$ cat config.mk
export PLATFORM = sky130hd
export DESIGN_NAME = dcd_ram
export DESIGN_NICKNAME = d
export VERILOG_FILES = /design/src/hdl/dcd_ram.sv
export SDC_FILE = /design/constraint.sdc
export NUM_CORES = 1
export LEC_CHECK = 0
export BUFFER_PORTS_ARGS = -buffer_cell sky130_fd_sc_hd__buf_2
export CAP_MARGIN = 5
export CORE_UTILIZATION = 40
export CTS_BUF_LIST = sky130_fd_sc_hd__clkbuf_8
export DETAILED_ROUTE_END_ITERATION = 10
export GPL_ROUTABILITY_DRIVEN = 0
export GPL_TIMING_DRIVEN = 0
export HOLD_SLACK_MARGIN = 0.02
export PLACE_DENSITY_LB_ADDON = 0.1
export RECOVER_POWER = 25
export SYNTH_ARGS = -nofsm -noshare
export SYNTH_HDL_FRONTEND = slang
export SYNTH_SLANG_ARGS = --single-unit
$ cat constraint.sdc
create_clock -name clk_i -period 3.85 [get_ports clk_i]
set_input_delay 0 -clock clk_i [delete_from_list [all_inputs] [get_ports clk_i]]
set_output_delay 0 -clock clk_i [all_outputs]
set_load 0.005 [all_outputs]
$ cat src/hdl/dcd_ram.sv
// generic simple dual-port ram, one write and one registered read port
// no dependencies
module dcd_ram #(
  parameter int WIDTH = 8,
  parameter int DEPTH = 16
) (
  input  logic                     clk_i,
  input  logic                     we_i,
  input  logic [$clog2(DEPTH)-1:0] waddr_i,
  input  logic [WIDTH-1:0]         wdata_i,
  input  logic [$clog2(DEPTH)-1:0] raddr_i,
  output logic [WIDTH-1:0]         rdata_o
);

  logic [WIDTH-1:0] mem_q [DEPTH];

  always_ff @(posedge clk_i) begin
    if (we_i) begin
      mem_q[waddr_i] <= wdata_i;
    end
    rdata_o <= mem_q[raddr_i];
  end

endmodule

==> impl_metrics.ini, run 1 <==
[clock_network]
cts_buffer_depth = 2
path_clk_slew_ps = 70
cts_tree = yes
cts_root_buf = clkbuf_8
htreeDepth = 4
cts_buffers = 17
cts.repair.resized = 0
clock_latency_ps = 430
cts_num_sinks = 136

[hold_path]
hp-class = in -> reg

[floorplanning]
start_util = 0.4096
die-area_um2 = 13330
core_area_um2 = 12570
boundaryPins = 26
dieWidth_um = 115.4
die_y_um = 115.4
rows = 41

[finish]
syn_to_final_growth_pct = 17.23
finalNonFillerCells = 470
antenna_cells = 0
post-route-util = 0.4801
drive_above_1_share = 0.2718
nets = 303

[sta]
slew_headroom = 0.4104
fin_tns_setup_ps = 0
finalHoldViolations = 0
worst_slew_pin_slew_ps = 881.1
rsz0062_at_grt = false
setup_viol = 0
finalCritPeriodShare = 0.3912
achievable-frequency_ghz = 0.6640
setup_slack_ps = 2344
final-max-slew-violation-count = 0
final.min_clock_period_ps = 1506
clock_skew_ps = 6.527

[synthesis]
synth.top_cell.area_share = 0.7467
synth.area.top_cells = edfxtp_1 (75%), mux4_2 (7.9%), mux4_1 (7.1%)
ys_seq_area_frac = 0.7778
synth_top_area_cell = edfxtp_1
synth_cells = 229
ys_seq_elements = 136
syn_area_per_cell_um2 = 22.48
synthesis.nets = 247
yosysWarnings = 0
netlist_area_um2 = 5147
ys_types = 19

[power]
ir_drop_mv = 0.3576
finalPower_mw = 3.114
p_leak_nw = 2.005
power.density_nw_per_um2 = 516.0

[routing]
vias_per_cell = 5.145
routed_wl_mm = 10.33
drcViolationCount = 0
firstDrtPassIters = 4
drtIter0Drc = 208
antenna_left = 0
wl_per_cell_um = 21.98
via_count = 2418

[setup_path]
path_max_fanout = 8
cp_slowest_cell = nor2_1
required_ps = 3910
path_class = in -> reg
critPathTopFamily = simple AND/OR/NAND/NOR gates
startpoint_type = primary input
crit_arrival_ps = 1570
cp.buffers_inverters = 2
slowest_delay_ps = 660
worst_setup_path_end_kind = flop
worstPathCellList = dlygate4sd3_1 > buf_2 > nand2b_1 > nor2_1

[placed_design]
portBuffers = 24
pre_cts_slack_ps = 1761
dp.cells = 428
dp_hpwl_mm = 6.609

[run]
drv_cap = 0

[grt]
antenna_found_initial = 0
grt_max_degree = 17
grt_use_total = 0.1718
grt_pass1_wl_mm = 15.10
grt_pass1_vias = 2435
overflow = 0

[run_status]
status = finished, final reports clean
## timing repair
action / 4_1_cts / 5_1_grt
setup endpoints to repair: 0 / 0
endpoints found under the hold margin: 128 / 2
hold buffers: 8 / 1
buffers inserted: 0 / 0
## cells by family after synthesis
| family | Yosys count | synth area share |
|---|---|---|
| AOI/OAI and AO/OA | 16 | 0.02334 |
| muxes | 32 | 0.1502 |
| buffers and inverters | 10 | 0.01677 |
| and+or+nand+nor | 35 | 0.03184 |
| DFF | 136 | 0.7778 |
## registers in the layout, summed over array words and instances (netlist names)
signal   cells
mem_q      128
rdata_o      8
## per-layer routing
layer	GRT usage	wire, µm
met1	0.2432	5126
met2	0.2543	4672
met3	0.05178	416
met4	0.05974	115
met5	0	0
## cell usage in the layout, fill, tap and decap left out
| master | count |
|---|---|
| nand2b_1 | 2 |
| edfxtp_1 | 128 |
| bufinv_16 | 5 |
| clkdlybuf4s25_2 | 3 |
| buf_6 | 3 |
| clkinvlp_4 | 2 |
| nor3_1 | 4 |
| or3b_2 | 1 |
| and2b_1 | 1 |
| nand3_1 | 1 |
| nor2b_1 | 1 |
| clkbuf_8 | 17 |
| clkbuf_1 | 5 |
| mux4_2 | 18 |
| clkinv_4 | 2 |
| a22oi_1 | 16 |
| nor2_1 | 13 |
| clkinv_2 | 3 |
| mux4_1 | 14 |
| buf_2 | 24 |
| inv_1 | 1 |
| nand2_1 | 9 |
| clkbuf_4 | 1 |
| dlygate4sd3_1 | 9 |
| nand3b_1 | 2 |
| dfxtp_1 | 8 |
| and2_1 | 1 |
| buf_4 | 2 |
| clkinv_1 | 2 |
## power by group
group / internal (mW) / switching, mW
clock: 0.761 / 0.525
sequential: 1.65 / 0.00833
combinational: 0.0712 / 0.0939
## synthesized netlist by cell type (all sizes together)
| master | instances |
|---|---|
| nor2 | 13 |
| nand2 | 9 |
| nor2b | 1 |
| or3b | 1 |
| dfxtp | 8 |
| nand2b | 2 |
| and2 | 1 |
| and2b | 1 |
| nor3 | 4 |
| a22oi | 16 |
| clkdlybuf4s25 | 3 |
| nand3b | 2 |
| mux4 | 32 |
| nand3 | 1 |
| buf | 7 |
| edfxtp | 128 |
## through the flow
step	hold WS [ps]	cell area [µm²]
2_1_floorplan	98.87	5147
3_3_place_gp	376.0	5483
3_5_place_dp	377.5	5500
4_1_cts	24.77	6023
5_1_grt	22.61	6035
6_report	39.43	6035
## final timing paths
check / start / endpoint / slack, ps / cells past startpoint
worst max-delay path: waddr_i[0] / mem_q[2][2] / 2340 / 4
worst min-delay path: waddr_i[1] / mem_q[0][6] / 40 / 2
worst max register to register: mem_q[1][7] / rdata_o[7] / 2400 / 3
worst min register to register: mem_q[12][7] / rdata_o[7] / 680 / 3
## area by class of cell
class / instances / area [µm²]
fillers: 1049 / 6534
multi-input cells: 83 / 1057
plain buffers: 10 / 86.33
clock inverters: 15 / 209.0
repair buffers: 37 / 229.0
well taps: 172 / 215.2
flip-flops and latches: 136 / 4004
clock buffers: 17 / 234.0
No activity file was read; power rests on OpenSTA's default activity.
==> run 2, diff against run 1 <==
==> constraint.sdc (replaced) <==
create_clock -name clk_i -period 1.38 [get_ports clk_i]
set_input_delay 0 -clock clk_i [delete_from_list [all_inputs] [get_ports clk_i]]
set_output_delay 0 -clock clk_i [all_outputs]
set_load 0.005 [all_outputs]
==> impl_metrics.ini, run 2 (synthesis results as in run 1) <==
[routing]
route.met3.wl_um = 457
drcViolationCount = 0
wl_met2_mm = 4.891
firstDrtPassIters = 4
vias_per_cell = 5.096
drtIter0Drc = 211
via_count = 2380
top_layer_used = met4
wl_per_cell_um = 22.43
antenna_left = 0
routed_wl_mm = 10.48
m1WireLength_mm = 4.965

[finish]
reg_top3 = mem_q x128, rdata_o x8
layout_commonest_cell = edfxtp_1
multiInputGateArea_um2 = 1086
syn_to_final_growth_pct = 16.07
ff_latch_area_um2 = 4004
post-route-util = 0.4754
antenna_cells = 0
nFillCells = 1086
layout_common_cells = edfxtp_1 (128), buf_2 (23), mux4_2 (21), clkbuf_8 (17), nor2_1 (13)
nets = 300
top_register = mem_q
drive_above_1_share = 0.2949
largest_reg_flops = 128

[placed_design]
dp_hpwl_mm = 6.725
pre_cts_slack_ps = -354.0
portBuffers = 24

[floorplanning]
rows = 41
dieWidth_um = 115.4
die-area_um2 = 13330
boundaryPins = 26
core_area_um2 = 12570
die_y_um = 115.4
start_util = 0.4096

[power]
power_frac_seq = 0.564
finalPower_mw = 8.228
power.density_nw_per_um2 = 1377
ir_drop_mv = 0.7072
switching_share = 0.2048
p_comb_frac = 0.057
intPower_mw = 6.543
p_sw_mw = 1.685
clockPowerShare = 0.379
p_leak_nw = 1.966

[run]
drv_cap = 0

[clock_network]
path_clk_slew_ps = 70
post_cts_buffers = 0
cts_buffers = 17
cts_num_sinks = 136
cts_root_buf = clkbuf_8
cts_tree = yes
htreeDepth = 4
clock_latency_ps = 440
cts_buffer_depth = 2

[sta]
whs_ps = 80.18
rsz0062_at_grt = true
final-max-slew-violation-count = 0
clock_skew_ps = 6.454
finalCritPeriodShare = 0.9875
setup_viol = 0
slew_headroom = 0.4361
final.min_clock_period_ps = 1363
worst_slew_pin_slew_ps = 842.8
achievable-frequency_ghz = 0.7338
finalHoldViolations = 0
setup_slack_ps = 17.21

[hold_path]
hp-class = in -> reg
min_from = waddr_i[0]

[setup_path]
cp-startpoint = mem_q[1][5]
slowest_delay_ps = 530
required_ps = 1700
startpoint_type = flop
cp_slowest_cell = mux4_1
path_class = reg -> reg
worst_setup_path_end_kind = flop
crit_arrival_ps = 1690
critPathTopFamily = multiplexers
worstPathCellList = mux4_1 > a22oi_1 > nand2_1
path_max_fanout = 1
r2r-start = mem_q[1][5]
cp.buffers_inverters = 0

[grt]
grt_use_total = 0.1724
grt_pass1_vias = 2453
antenna_found_initial = 0
overflow = 0
grt_pass1_wl_mm = 15.02
grt_max_degree = 17

[run_status]
status = finished, final reports clean
==> run 2: cell count changes in the layout (fill, tap and decap cells not counted), moves of 3 or more <==
| cell | delta |
|---|---|
| clkinv_2 | +3 |
| a22oi_1 | -6 |
| mux4_1 | -3 |
| a22oi_2 | +6 |
| mux4_2 | +3 |
==> run 2: timing repair <==
item,4_1_cts,5_1_grt
hold buffers,8,0
resized for setup,7,2
endpoints found under the setup margin,6,4
hold endpoints to repair,128,0
pin swaps,1,5
==> run 2: metrics by stage <==
| stage | std cells | area [µm²] | setup TNS [ps] |
|---|---|---|---|
| finish | 467 | 5974 | 0 |
| global route | 467 | 5974 | -9.789 |
| CTS | 467 | 5988 | 0 |
| detailed placement | 427 | 5505 | -15490 |
| global placement | 425 | 5488 | -23820 |
| floorplan | 229 | 5152 | 0 |
==> run 2: path summary, 6_finish.rpt <==
check | end | slack, ps | depth (start not counted)
min reg2reg | rdata_o[1] | 670 | 3
min | mem_q[8][6] | 80 | 2
max | rdata_o[5] | 20 | 3
max reg2reg | rdata_o[5] | 20 | 3
==> run 2: worst register-to-register path, delay by kind of cell, from the launching register on <==
kind	cells	cell delay, ps
mux	1	530
flops	1	350
compound gates	1	290
simple gates	1	90
==> run 2: power by group through the flow <==
| stage | clock [mW] | sequential, mW | combinational, mW |
|---|---|---|---|
| global placement | 0 | 4.72 | 0.445 |
| CTS | 3.19 | 4.64 | 0.481 |
| global route | 3.36 | 4.65 | 0.512 |
| floorplan | 0 | 4.73 | 0.235 |
| finish | 3.12 | 4.64 | 0.471 |
| detailed placement | 0 | 4.73 | 0.451 |
==> run 2: metal layers <==
layer	vias to the layer above	global-route usage
li1	1073	-
met1	1236	0.2378
met2	56	0.2615
met3	15	0.04393
met4	0	0.07359
met5	-	0
==> run 2: area by class of cell <==
class	instances	share of cell area
Buffer	10	0.01445
Clock buffer	17	0.03916
Clock inverter	15	0.02387
Multi-Input combinational cell	83	0.1818
Sequential cell	136	0.6702
Tap cell	172	0.03602
Timing Repair Buffer	34	0.03455
==> run 3, diff against run 2 <==
--- a/config.mk
+++ b/config.mk
@@ -7,6 +7,7 @@
 export LEC_CHECK = 0
 export BUFFER_PORTS_ARGS = -buffer_cell sky130_fd_sc_hd__buf_2
 export CAP_MARGIN = 5
+export CORE_ASPECT_RATIO = 0.8
 export CORE_UTILIZATION = 40
 export CTS_BUF_LIST = sky130_fd_sc_hd__clkbuf_8
 export DETAILED_ROUTE_END_ITERATION = 10
==> impl_metrics.ini, run 3 (synthesis results as in run 1) <==
[run_status]
status = finished, final reports clean

[sta]
finalHoldViolations = 0
slew_headroom = 0.2323
achievable-frequency_ghz = 0.7486
setup_slack_ps = 44.15
finalCritPeriodShare = 0.9680
rsz0062_at_grt = false
worst_slew_pin_slew_ps = 1143
final-max-slew-violation-count = 0
final.min_clock_period_ps = 1336
setup_viol = 0
fin_tns_setup_ps = 0
clock_skew_ps = 6.947

[power]
power_frac_seq = 0.533
p_comb_frac = 0.055
p_leak_nw = 1.959
switching_share = 0.2012
power.density_nw_per_um2 = 1445
clockPowerShare = 0.412
p_sw_mw = 1.749
intPower_mw = 6.942
ir_drop_mv = 0.7290

[finish]
syn_to_final_growth_pct = 16.87
antenna_cells = 0
largest_reg_flops = 128
nets = 298
drive_above_1_share = 0.3038
reg_top3 = mem_q x128, rdata_o x8
finalNonFillerCells = 464
layout_commonest_cell = edfxtp_1
layout_common_cells = edfxtp_1 (128), mux4_2 (23), buf_2 (22), clkbuf_8 (17), nor2_1 (13)
post-route-util = 0.4874
top_register = mem_q

[setup_path]
startpoint_type = flop
path_max_fanout = 1
r2r_slack_ps = 40
crit_arrival_ps = 1640
worst_setup_path_end_kind = flop
path_class = reg -> reg
ff2ff_path_depth = 3
r2r-start = mem_q[1][5]
worstPathCellList = mux4_1 > a22oi_1 > nand2_1
cp_slowest_cell = mux4_1
cp.buffers_inverters = 0
slowest_delay_ps = 540
reg2reg_to = rdata_o[5]
critPathTopFamily = multiplexers
required_ps = 1680

[clock_network]
htreeDepth = 4
cts_buffers = 17
path_clk_slew_ps = 80
cts_num_sinks = 136
clock_latency_ps = 420
cts_buffer_depth = 2
cts_tree = yes
cts_root_buf = clkbuf_8

[hold_path]
hp-class = in -> reg
min_from = raddr_i[1]
hold_depth = 4
hold_end = rdata_o[0]

[run]
drv_cap = 0

[grt]
grt_pass1_vias = 2406
grt_max_degree = 17
grt_use_total = 0.1712
grt_pass1_wl_mm = 14.95
antenna_found_initial = 0
overflow = 0

[routing]
via_count = 2382
drtIter0Drc = 135
wl_per_cell_um = 22.17
vias_per_cell = 5.134
antenna_left = 0
routed_wl_mm = 10.29
drcViolationCount = 0
firstDrtPassIters = 4

[placed_design]
pre_cts_slack_ps = -477.9
dp_hpwl_mm = 6.675
portBuffers = 24
dp.cells = 424

[floorplanning]
die-area_um2 = 13330
dieWidth_um = 128.8
rows = 36
die_y_um = 103.5
boundaryPins = 26
core_area_um2 = 12340
start_util = 0.4171
run 3: changes by cell type in the layout (fill, tap and decap cells not counted):
cell        delta
clkinv_2       -4
clkinvlp_4     +4
clkinv_1       -3
bufinv_16      +2
mux4_1         -2
mux4_2         +2
a22oi_1        +1
a22oi_2        -1
buf_2          -1
buf_4          -1
clkinv_4       +1
run 3: layer usage:
metal	up-vias	part of all wire	track usage	routed length, µm
met5	-	0	0	0
met4	0	0.013	0.06787	133
met3	8	0.044	0.04578	449
met2	62	0.46	0.2578	4743
met1	1245	0.48	0.2398	4961
li1	1067	-	-	-
run 3: worst reg2reg max path, cell delays in order, from the launching register on:
cell      delay (ps)
edfxtp_1         350
mux4_1           540
a22oi_1          210
nand2_1          110
run 3: final cells by class:
class,instances,area [µm²]
buffer,10,86.33
clock buffer,17,234.0
clock inverter,15,210.2
fill,1052,6326
multi-input combinational,83,1074
sequential,136,4004
tap,171,214.0
timing repair buffer,32,193.9
run 3: power by group through the flow:
| stage | Combinational (mW) | Clock, mW | Sequential [mW] |
|---|---|---|---|
| CTS | 0.482 | 3.65 | 4.64 |
| global placement | 0.448 | 0 | 4.72 |
| detailed placement | 0.453 | 0 | 4.73 |
| global route | 0.518 | 3.83 | 4.64 |
| finish | 0.474 | 3.58 | 4.64 |
| floorplan | 0.235 | 0 | 4.73 |
run 3: worst max-delay path by stage:
stage,cells past startpoint,from,end,slack (ps)
finish,3,mem_q[1][5],rdata_o[5],40
global route,3,mem_q[11][0],rdata_o[0],5
CTS,3,mem_q[9][1],rdata_o[1],1
detailed placement,3,waddr_i[2],mem_q[8][3],-480
global placement,3,waddr_i[2],mem_q[8][7],-470
floorplan,2,waddr_i[2],mem_q[3][0],110
run 3: metrics by stage:
step / power [mW] / hold WS [ps] / area (µm²)
4_1_cts: 8.772 / 52.24 / 6041
6_report: 8.691 / 68.76 / 6016
3_3_place_gp: 5.172 / 377.5 / 5487
2_1_floorplan: 4.960 / 98.87 / 5152
5_1_grt: 8.988 / 71.47 / 6016
3_5_place_dp: 5.181 / 379.9 / 5487
run 3: repair_timing:
action	in CTS	in global routing
setup buffers	0	0
endpoints found under the setup margin	13	4
pin swaps	0	1
endpoints found under the hold margin	128	0
hold buffers	8	0
gates resized for setup	6	5
