<file path="config.mk">
export PLATFORM = sky130hd
export DESIGN_NAME = dcd_div
export DESIGN_NICKNAME = d
export VERILOG_FILES = /design/src/hdl/dcd_div.sv
export SDC_FILE = /design/constraint.sdc
export NUM_CORES = 1
export LEC_CHECK = 0
export ABC_CLOCK_PERIOD_IN_PS = 3800
export BUFFER_PORTS_ARGS = -buffer_cell sky130_fd_sc_hd__buf_4
export CAP_MARGIN = 20
export CORE_MARGIN = 8
export CORE_UTILIZATION = 55
export CTS_BUF_LIST = sky130_fd_sc_hd__clkbuf_2 sky130_fd_sc_hd__clkbuf_4 sky130_fd_sc_hd__clkbuf_8
export DETAILED_ROUTE_END_ITERATION = 12
export PLACE_DENSITY = 0.85
export SLEW_MARGIN = 5
export SYNTH_ARGS = -nofsm -noshare
export SYNTH_HDL_FRONTEND = slang
export SYNTH_SLANG_ARGS = --single-unit
</file>
<file path="constraint.sdc">
create_clock -name clk_i -period 3.8 [get_ports clk_i]
set_input_delay 0.38 -clock clk_i [delete_from_list [all_inputs] [get_ports clk_i]]
set_output_delay 0.38 -clock clk_i [all_outputs]
set_load 0.02 [all_outputs]
</file>
<file path="src/hdl/dcd_div.sv">
// iterative restoring divider, 16-bit dividend by 8-bit divisor, one bit a cycle
// no dependencies
module dcd_div (
  input  logic        clk_i,
  input  logic        rst_ni,
  input  logic        start_i,
  input  logic [15:0] dividend_i,
  input  logic [7:0]  divisor_i,
  output logic        done_o,
  output logic [15:0] quot_o
);

  logic [8:0]  rem_q, rem_d;
  logic [15:0] quo_q, quo_d;
  logic [7:0]  dvs_q;
  logic [4:0]  cnt_q;
  logic        busy_q;
  logic [8:0]  shifted;

  always_comb begin
    shifted = {rem_q[7:0], quo_q[15]};
    quo_d   = {quo_q[14:0], 1'b0};
    rem_d   = shifted;
    if (shifted >= {1'b0, dvs_q}) begin
      rem_d    = shifted - {1'b0, dvs_q};
      quo_d[0] = 1'b1;
    end
  end

  always_ff @(posedge clk_i or negedge rst_ni) begin
    if (!rst_ni) begin
      busy_q <= 1'b0;
      cnt_q  <= '0;
      done_o <= 1'b0;
    end else begin
      done_o <= 1'b0;
      if (start_i) begin
        busy_q <= 1'b1;
        cnt_q  <= '0;
      end else if (busy_q) begin
        cnt_q <= cnt_q + 5'd1;
        if (cnt_q == 5'd15) begin
          busy_q <= 1'b0;
          done_o <= 1'b1;
        end
      end
    end
  end

  always_ff @(posedge clk_i) begin
    if (start_i) begin
      rem_q <= '0;
      quo_q <= dividend_i;
      dvs_q <= divisor_i;
    end else if (busy_q) begin
      rem_q <= rem_d;
      quo_q <= quo_d;
    end
  end

  assign quot_o = quo_q;

endmodule

</file>
==> results of run 1 <==
## power by group through the flow
| stage | Combinational [mW] | Clock, mW | Sequential [mW] |
|---|---|---|---|
| final | 0.509 | 0.203 | 0.560 |
| after global routing | 0.564 | 0.223 | 0.568 |
| after CTS | 0.512 | 0.208 | 0.560 |
| after detailed placement | 0.508 | 0 | 0.569 |
| after global placement | 0.496 | 0 | 0.568 |
| after floorplan | 0.363 | 0 | 0.592 |
## worst max-delay path: stages (launching register included)
cell	delay (ns)
sky130_fd_sc_hd__edfxtp_1	0.39
sky130_fd_sc_hd__inv_1	0.08
sky130_fd_sc_hd__ha_1	0.19
sky130_fd_sc_hd__fa_1	0.21
sky130_fd_sc_hd__and2b_1	0.19
sky130_fd_sc_hd__o21ai_0	0.14
sky130_fd_sc_hd__or3b_2	0.47
sky130_fd_sc_hd__a31oi_1	0.17
sky130_fd_sc_hd__o22ai_1	0.08
## through the flow
| stage | total power [mW] | worst slack, ns | util [%] | cell area, um^2 |
|---|---|---|---|---|
| after floorplan | 0.955 | 1.75 | - | 2000 |
| after global placement | 1.06 | 1.84 | 65.9 | 2360 |
| after detailed placement | 1.08 | 1.76 | 65.9 | 2360 |
| after CTS | 1.28 | 1.74 | 67.6 | 2420 |
| after global routing | 1.35 | 1.59 | 67.6 | 2420 |
| final | 1.27 | 1.75 | 67.6 | 2420 |
## metal layers
layer  up-vias  wire [um]  track usage [%]
li1        698          -                -
met1       676       1670             15.8
met2        39       1880             23.2
met3         5        299             5.66
met4         0         61             5.19
met5         -          0                0
## final cells by class
class                   count  area, um^2  area share [%]
flip-flops and latches     39        1060            43.6
clock buffers               6        45.0            1.86
inverters                  17        63.8            2.64
clock inverters             2        7.51           0.310
multi-input cells         107         855            35.3
well taps                  48        60.1            2.48
repair buffers             44         333            13.8
## state kept, by name, summed over array words and instances, names as in the netlist
signal	cells
done_o	1
rem_q	8
cnt_q	5
quot_o	16
dvs_q	8
busy_q	1
## layout by cell type (no fill, tap or decap), types with 2 or more instances in the layout
cell type	netlist	layout
sky130_fd_sc_hd__dfxtp_1	8	8
sky130_fd_sc_hd__dfrtp_1	7	7
sky130_fd_sc_hd__clkinv_1	0	2
sky130_fd_sc_hd__xor2_1	3	3
sky130_fd_sc_hd__o31ai_1	2	2
sky130_fd_sc_hd__inv_1	17	17
sky130_fd_sc_hd__clkbuf_4	0	6
sky130_fd_sc_hd__nand2b_1	2	2
sky130_fd_sc_hd__nor2b_1	3	3
sky130_fd_sc_hd__ha_1	10	10
sky130_fd_sc_hd__o22ai_1	3	3
sky130_fd_sc_hd__a21oi_2	2	2
sky130_fd_sc_hd__o21ai_0	4	4
sky130_fd_sc_hd__nor3_1	2	2
sky130_fd_sc_hd__mux2i_1	5	5
sky130_fd_sc_hd__mux2_2	16	16
sky130_fd_sc_hd__buf_4	0	43
sky130_fd_sc_hd__a211oi_2	2	2
sky130_fd_sc_hd__a31oi_1	3	3
sky130_fd_sc_hd__nor2_1	16	16
sky130_fd_sc_hd__edfxtp_1	24	24
sky130_fd_sc_hd__a21oi_1	2	2
sky130_fd_sc_hd__nand2_1	8	8
sky130_fd_sc_hd__a211oi_1	4	4
sky130_fd_sc_hd__xnor2_1	3	3
sky130_fd_sc_hd__a21o_1	2	2
## final timing paths
kind,end,slack [ns],cells after the start
worst max-delay path,rem_q[4],1.75,8
worst min-delay path,dvs_q[7],0.21,1
worst max register to register,rem_q[4],1.75,8
worst min register to register,rem_q[6],0.50,2
max in group asynchronous,done_o,3.30,2
min in group asynchronous,cnt_q[0],0.38,2
## synth_stat cells, drive strengths merged (2+ instances only)
library cell  instances  area share [%]
o31ai                 2            0.75
o21ai                 5             1.2
mux2i                 5             2.5
mux2                 17             9.7
dfrtp                 7             8.8
inv                  17             3.2
nor2                 16             3.0
xor2                  3             1.3
nand2b                2            0.62
nor2b                 3            0.94
a211oi                6             2.7
nand2                 8             1.5
o22ai                 3            0.94
xnor2                 3             1.3
ha                   10             6.3
dfxtp                 8             8.0
a21oi                 4             1.4
a21o                  3             1.2
nor3                  2            0.50
buf                   5             1.4
a31oi                 3            0.94
edfxtp               24              36
## timing repair
action / in CTS / in global routing
hold buffers: 1 / 0
hold endpoints to repair: 7 / 0
buffers inserted: 0 / 0
## kinds of logic after synthesis
| kind of cell | count (synthesis) | synth area share (%) |
|---|---|---|
| DFF | 39 | 52.7 |
| AOI/OAI and AO/OA | 31 | 11.7 |
| muxes | 22 | 12.2 |
| and+or+nand+nor | 37 | 8.81 |
| adders and majority gates | 11 | 7.25 |
| buffers and inverters | 22 | 4.56 |
| xor gates and xnor gates | 6 | 2.63 |
==> results.md, run 1 <==
CTS:
- The clock-pin transition on the worst setup and hold timing paths is 0.11 ns.
- The H-tree was split into 2 levels.
- In this run the deepest clock path goes through 2 buffers.
- The number of buffers added by the clock tree synthesis step is 5.
- The TritonCTS sink count is 39.
- TritonCTS built the clock tree.
- Clock latency on the worst-skew pair, taken at its later pin, is 0.34 ns.
- The cell sitting at the root of the clock tree is a sky130_fd_sc_hd__clkbuf_4.
- The number of instances resized during post-cts repair is 0.

Timing:
- Between clock sinks in the finished design, the worst skew comes to 0.00696 ns.
- Setup repair after global routing left no endpoint under its margin.
- The final-report hold violation count is 0.
- The final critical-path share of the clock period is 53.9%.
- The worst slew margin relative to its limit is 53.0%.
- The smallest hold slack is 0.206 ns.
- Derived from the worst setup path, the maximum achievable clock frequency is 488 MHz.
- Setup violations remaining at the end of the flow were counted as 0.
- The routed design could run at a clock period as short as 2.05 ns.
- The transition at the pin with the smallest max-transition slack is 0.705 ns.
- The number of pins exceeding their max-slew limit in the final report is 0.
- Setup total negative slack on the finished layout was measured at 0 ns.

Floorplan:
- The vertical die dimension is 76.3 um.
- The horizontal die dimension is 76.3 um.
- The floorplan has 22 rows.
- The die covers 5830 um^2.
- After floorplanning, the core was sized to cover 3580 um^2.
- The number of primary I/O pins is 44.
- For this configuration, the core starts out at a cell density of 55.9%.

Min path:
- The type of the most critical hold path is in -> reg.
- The start point of the worst min-delay path is divisor_i[7].

Worst setup path:
- The maximum fanout along the worst path is 3.
- The worst setup path is of the reg -> reg kind.
- The worst setup path is launched from a flop.
- The most critical setup path has its startpoint at quot_o[15].
- The sort of element at the end of the critical path is a flop.
- At the worst endpoint, the required time is 4.01 ns.
- The critical path arrival is 2.26 ns.
- The worst register-to-register path begins at quot_o[15].

Pwr:
- The logic gate share of total power is 40.1%.
- In this run, flip-flops and latches consume 44.0% of the power.
- The share of total power consumed by net switching is 34.2%.
- The part of the power in the clock network is 15.9%.
- For this design the static power due to leakage is 1.07 nW.
- The internal portion of the total power is 0.836 mW.
- The areal power density over the cells is 525 nW/um^2.
- Across the VDD grid, the largest voltage drop is 0.327 mV.
- Summed over all nets, the switching power comes to 0.435 mW.

Routing:
- The detailed-router iteration count before antenna repair is 4.
- The number of nets with antenna violations after routing is 0.
- The remaining routing DRC violations is 0.
- The routed wire length is 3.91 mm.
- The routed wirelength normalized by instance count is 14.9 um.
- The first-iteration detailed-routing DRC count is 58.
- Across all layers, the routed design uses 1,418 vias.
- The ratio of routed vias to standard cells is 5.39.

Placed design:
- Detailed placement ended at an HPWL of 2.98 mm.
- The congestion estimate from routability-driven global placement came to 0.874.
- The count of input and output buffers is 43.
- The number of cells in the design after placement is 254.

Finish:
- Excluding fillers, the count of instances in the completed layout stands at 263.
- The count of fill cells added during filler insertion is 278.
- The antenna diode count is 0.
- The layout cell share with drive strength beyond 1 is 34.9%.
- In the final design database the tool counted 252 nets.
- From synthesis to final layout, the design area changed by 20.9%.

Yosys:
- The distinct cell type count of the synthesized netlist is 41.
- The synthesized design contains 39 register bits.
- After synthesis the cells add up to 2000 um^2.
- The cell count after synthesis is 168.
- After synthesis, flip-flops and latches occupy 52.8% of the total area.
- For this run, asynchronously set or reset flops after synthesis account for 17.9%.
- The post-synth net total is 206.
- The average cell area after synthesis is 11.9 um^2.
- Counting flops with a built-in enable in the synthesized netlist gives 24.
- The most used flip-flop cell after synthesis is sky130_fd_sc_hd__edfxtp_1.
- The Yosys step of the flow raised 0 warnings.

Run status:
- The flow ran to the end, and the final reports show no timing, DRC or antenna violations.

Global routing:
- The number of global-route vias before repair is 1,462.
- The total overflow left after global routing is 0.
- The number of antenna violations at the first check in global routing was 0.
- The total routing usage reported by global routing is 14.0%.
- The pin count of the biggest net entering global routing is 36.
- The first-pass GRT wire length is 6.58 mm.

Run:
- Max-cap violations in this run came to 0.
Note: power is estimated with default switching activity, not from simulation.
==> run 2, diff against run 1 <==
- ABC_CLOCK_PERIOD_IN_PS: 3800 -> 1650
- CORE_UTILIZATION: 55 -> 50
- PLACE_DENSITY: 0.85 -> 0.81
- clock period: 3.8 -> 1.65 ns (I/O delays scaled with it)
==> results.md, run 2 (synthesized netlist as in run 1, its figures left out) <==
Pwr:
- In this run switching power makes up 33.1% of total power.
- Cell internal power was estimated by the tool at 2.54 mW.
- Summed over all nets, the switching power comes to 1.26 mW.
- Of the total power, combinational logic draws 48.8%.
- Power spread over the standard cell area amounts to 1330 nW/um^2.
- The worst ir drop on vdd is 0.800 mV.
- The total leakage power is 1.26 nW.
- The design draws 3.80 mW.
- The clock network is responsible for 16.7% of the overall power.
- The relative contribution of sequential cells to total power is 34.5%.

Finish:
- The flip-flop count of the largest register, all copies and words added is 16.
- In the final design database the tool counted 284 nets.
- The footprint of the multi-input gates is 985 um^2.
- The most common cell after layout, fill and taps aside is sky130_fd_sc_hd__buf_4.
- The area growth from synthesis to layout is 42.3%.
- The library cells used most frequently in the layout, excluding fill and tap cells, are sky130_fd_sc_hd__buf_4 (72), sky130_fd_sc_hd__edfxtp_1 (24), sky130_fd_sc_hd__mux2_2 (16), sky130_fd_sc_hd__nor2_1 (15), sky130_fd_sc_hd__inv_1 (14).
- The number of antenna diodes in the final layout is 0.
- The sequential cells in the finished layout cover a total of 1060 um^2.
- The layout cell share with drive strength beyond 1 is 50.6%.
- The layout has 290 filler cells.
- The final cell area excluding filler cells is 2850 um^2.

CTS:
- The clock latency on the worst-skew pair is 0.28 ns.
- The number of H-tree branching levels is 2.
- The CTS tree is yes.
- The cell sitting at the root of the clock tree is a sky130_fd_sc_hd__clkbuf_8.
- TritonCTS created 5 clock buffers.
- The clock-pin transition on the worst setup and hold timing paths is 0.07 ns.
- The TritonCTS sink count is 39.
- The deepest clock path buffer count is 2.

Worst setup path:
- The startpoint type of the worst setup path is a flop.
- The count of buffering cells on the critical path with inverters included is 1.
- The maximum fanout along the worst path is 3.
- The startpoint identified for the worst register-to-register timing path is quot_o[15].
- The critical path's slowest cell is sky130_fd_sc_hd__edfxtp_1.
- The worst setup path is captured at a flop.
- For this run, the slowest stage of the critical path takes 0.41 ns.
- Among cell families on the critical path, the largest total delay comes from compound AO/OA/AOI/OAI gates.
- STA puts the critical path data arrival time at 2.15 ns.
- The startpoint of the worst setup timing path is quot_o[15].
- The required arrival time at the worst endpoint is 1.82 ns.
- The type of the worst setup path is reg -> reg.
- The critical path goes through inv_2 -> ha_4 -> fa_2 -> and2b_1 -> o31ai_4 -> mux2i_1 -> o2111a_1 -> o31ai_1.

Global routing:
- The global-route congestion overflow total is 0.
- The first-pass GRT wire length is 7.72 mm.
- Entering global routing, the biggest net connects 22 pins.
- Global routing used 15.6% of the available tracks across all layers.
- The number of antenna violations at the first check in global routing is 0.
- The number of global-route vias before repair is 1,673.

Placed design:
- The placed instances occupy a cell area of 2620 um^2.
- The final RePlAce weighted congestion is 0.933.
- The HPWL reported at the end of detailed placement is 3.53 mm.
- The post-placement setup slack is -0.301 ns.
- During placement, the flow inserted port buffers numbering 43.

Floorplan:
- The number of primary I/O pins is 44.
- The number of core rows is 23.
- The core area is 3910 um^2.
- For this configuration, the core starts out at a cell density of 51.2%.
- The vertical die dimension is 79.3 um.
- The die is 79.3 um wide.
- The die covers 6280 um^2.

Routing:
- In this run the remaining antenna-violating nets after routing total 0.
- The pre-antenna-repair detailed-routing pass consisted of 4 iterations.
- Across all layers, the routed design uses 1,550 vias.
- Dividing the detail-routed wire length by the instance count gives 15.9 um.
- After detailed routing, the number of remaining DRC violations is 0.
- In this run, the number of DRC markers left after iteration 0 of detailed routing was 43.
- The final layout contains routed wiring with a total length of 4.72 mm.
- In the routed layout, each cell is associated on average with a via count of 5.22.

Timing:
- For the pin with the worst max-slew slack, the measured transition is 0.413 ns.
- The final-report hold violation count came to 0.
- The clock period minus final worst setup slack is 1.97 ns.
- The number of pins exceeding their max-slew limit in the final report is 0.
- Setup repair after global routing could not meet its margin everywhere.
- In the finished design, the share of the clock period the worst path needs comes to 120%.
- The smallest hold slack is 0.0524 ns.
- Clock skew on the completed layout was measured at 0.00547 ns.
- Setup slack on the critical path of the routed design comes to -0.325 ns.
- The final setup violation count is 9.
- The achievable frequency is 506 MHz.
- In this run the tightest slew margin relative to its limit is 72.3%.

Min path:
- In this run the worst hold path is classified as in -> reg.
- The start point of the worst min-delay path is divisor_i[4].

Run status:
- The final reports fail on negative setup slack.
- The run finished, with violations left.

Run:
- Across the run, the number of max-cap violations was 0.
==> run 2: changes by cell type in the layout (fill, tap and decap cells not counted), moves of 3 or more <==
cell,before,now
sky130_fd_sc_hd__ha_4,0,4
sky130_fd_sc_hd__inv_2,0,3
sky130_fd_sc_hd__clkbuf_8,0,5
sky130_fd_sc_hd__clkbuf_4,6,2
sky130_fd_sc_hd__inv_1,17,14
sky130_fd_sc_hd__ha_1,10,6
sky130_fd_sc_hd__buf_4,43,72
==> run 2: what timing repair did <==
item                                    4_1_cts  5_1_grt
hold endpoints to repair                      7        0
buffers inserted                              2        1
gates resized for setup                      15        2
pin swaps                                     5        2
endpoints found under the setup margin        9        9
gates cloned                                  0        0
hold buffers                                  1        0
==> run 2: layout make-up <==
cell class                 count  share of cell area [%]
sequential                    39                    37.1
tap                           50                    2.20
multi-input combinational    107                    34.6
clock inverter                 1                   0.176
inverter                      17                    2.24
clock buffer                   7                    2.94
timing repair buffer          76                    20.8
==> run 2: power groups by stage <==
| stage | logic (mW) | registers [mW] | clock network, mW |
|---|---|---|---|
| after floorplan | 0.872 | 1.37 | 0 |
| after global placement | 1.55 | 1.31 | 0 |
| after detailed placement | 1.56 | 1.31 | 0 |
| after CTS | 1.77 | 1.31 | 0.646 |
| after global routing | 2.00 | 1.33 | 0.686 |
| final | 1.85 | 1.31 | 0.633 |
==> run 2: layer usage <==
layer	vias to the layer above	global-route usage, %	share of wire, %
met5	-	0	0
li1	761	-	-
met4	0	5.37	1.0
met3	5	5.42	5.5
met1	747	15.7	39
met2	37	29.1	55
==> run 2: path summary, 6_finish.rpt <==
check	to	slack [ns]	cells after the start
min in group asynchronous	cnt_q[0]	0.23	2
hold / removal	dvs_q[4]	0.05	1
setup reg to reg	rem_q[6]	-0.32	8
hold reg to reg	rem_q[6]	0.50	2
max in group asynchronous	busy_q	1.29	2
setup / recovery	rem_q[6]	-0.32	8
==> run 2: worst register-to-register path, stage by stage (launching register included) <==
cell and delay (ns):
sky130_fd_sc_hd__edfxtp_1 0.41, sky130_fd_sc_hd__inv_2 0.10, sky130_fd_sc_hd__ha_4 0.15, sky130_fd_sc_hd__fa_2 0.21, sky130_fd_sc_hd__and2b_1 0.23, sky130_fd_sc_hd__o31ai_4 0.26, sky130_fd_sc_hd__mux2i_1 0.24, sky130_fd_sc_hd__o2111a_1 0.21
sky130_fd_sc_hd__o31ai_1 0.06
==> run 2: stage by stage <==
step,utilization [%],setup TNS [ns],instances
CTS,72.1,-0.949,296
detailed placement,66.9,-1.37,285
finish,72.8,-1.17,297
floorplan,-,-0.963,168
global route,72.8,-1.95,297
global placement,66.9,-0.943,285
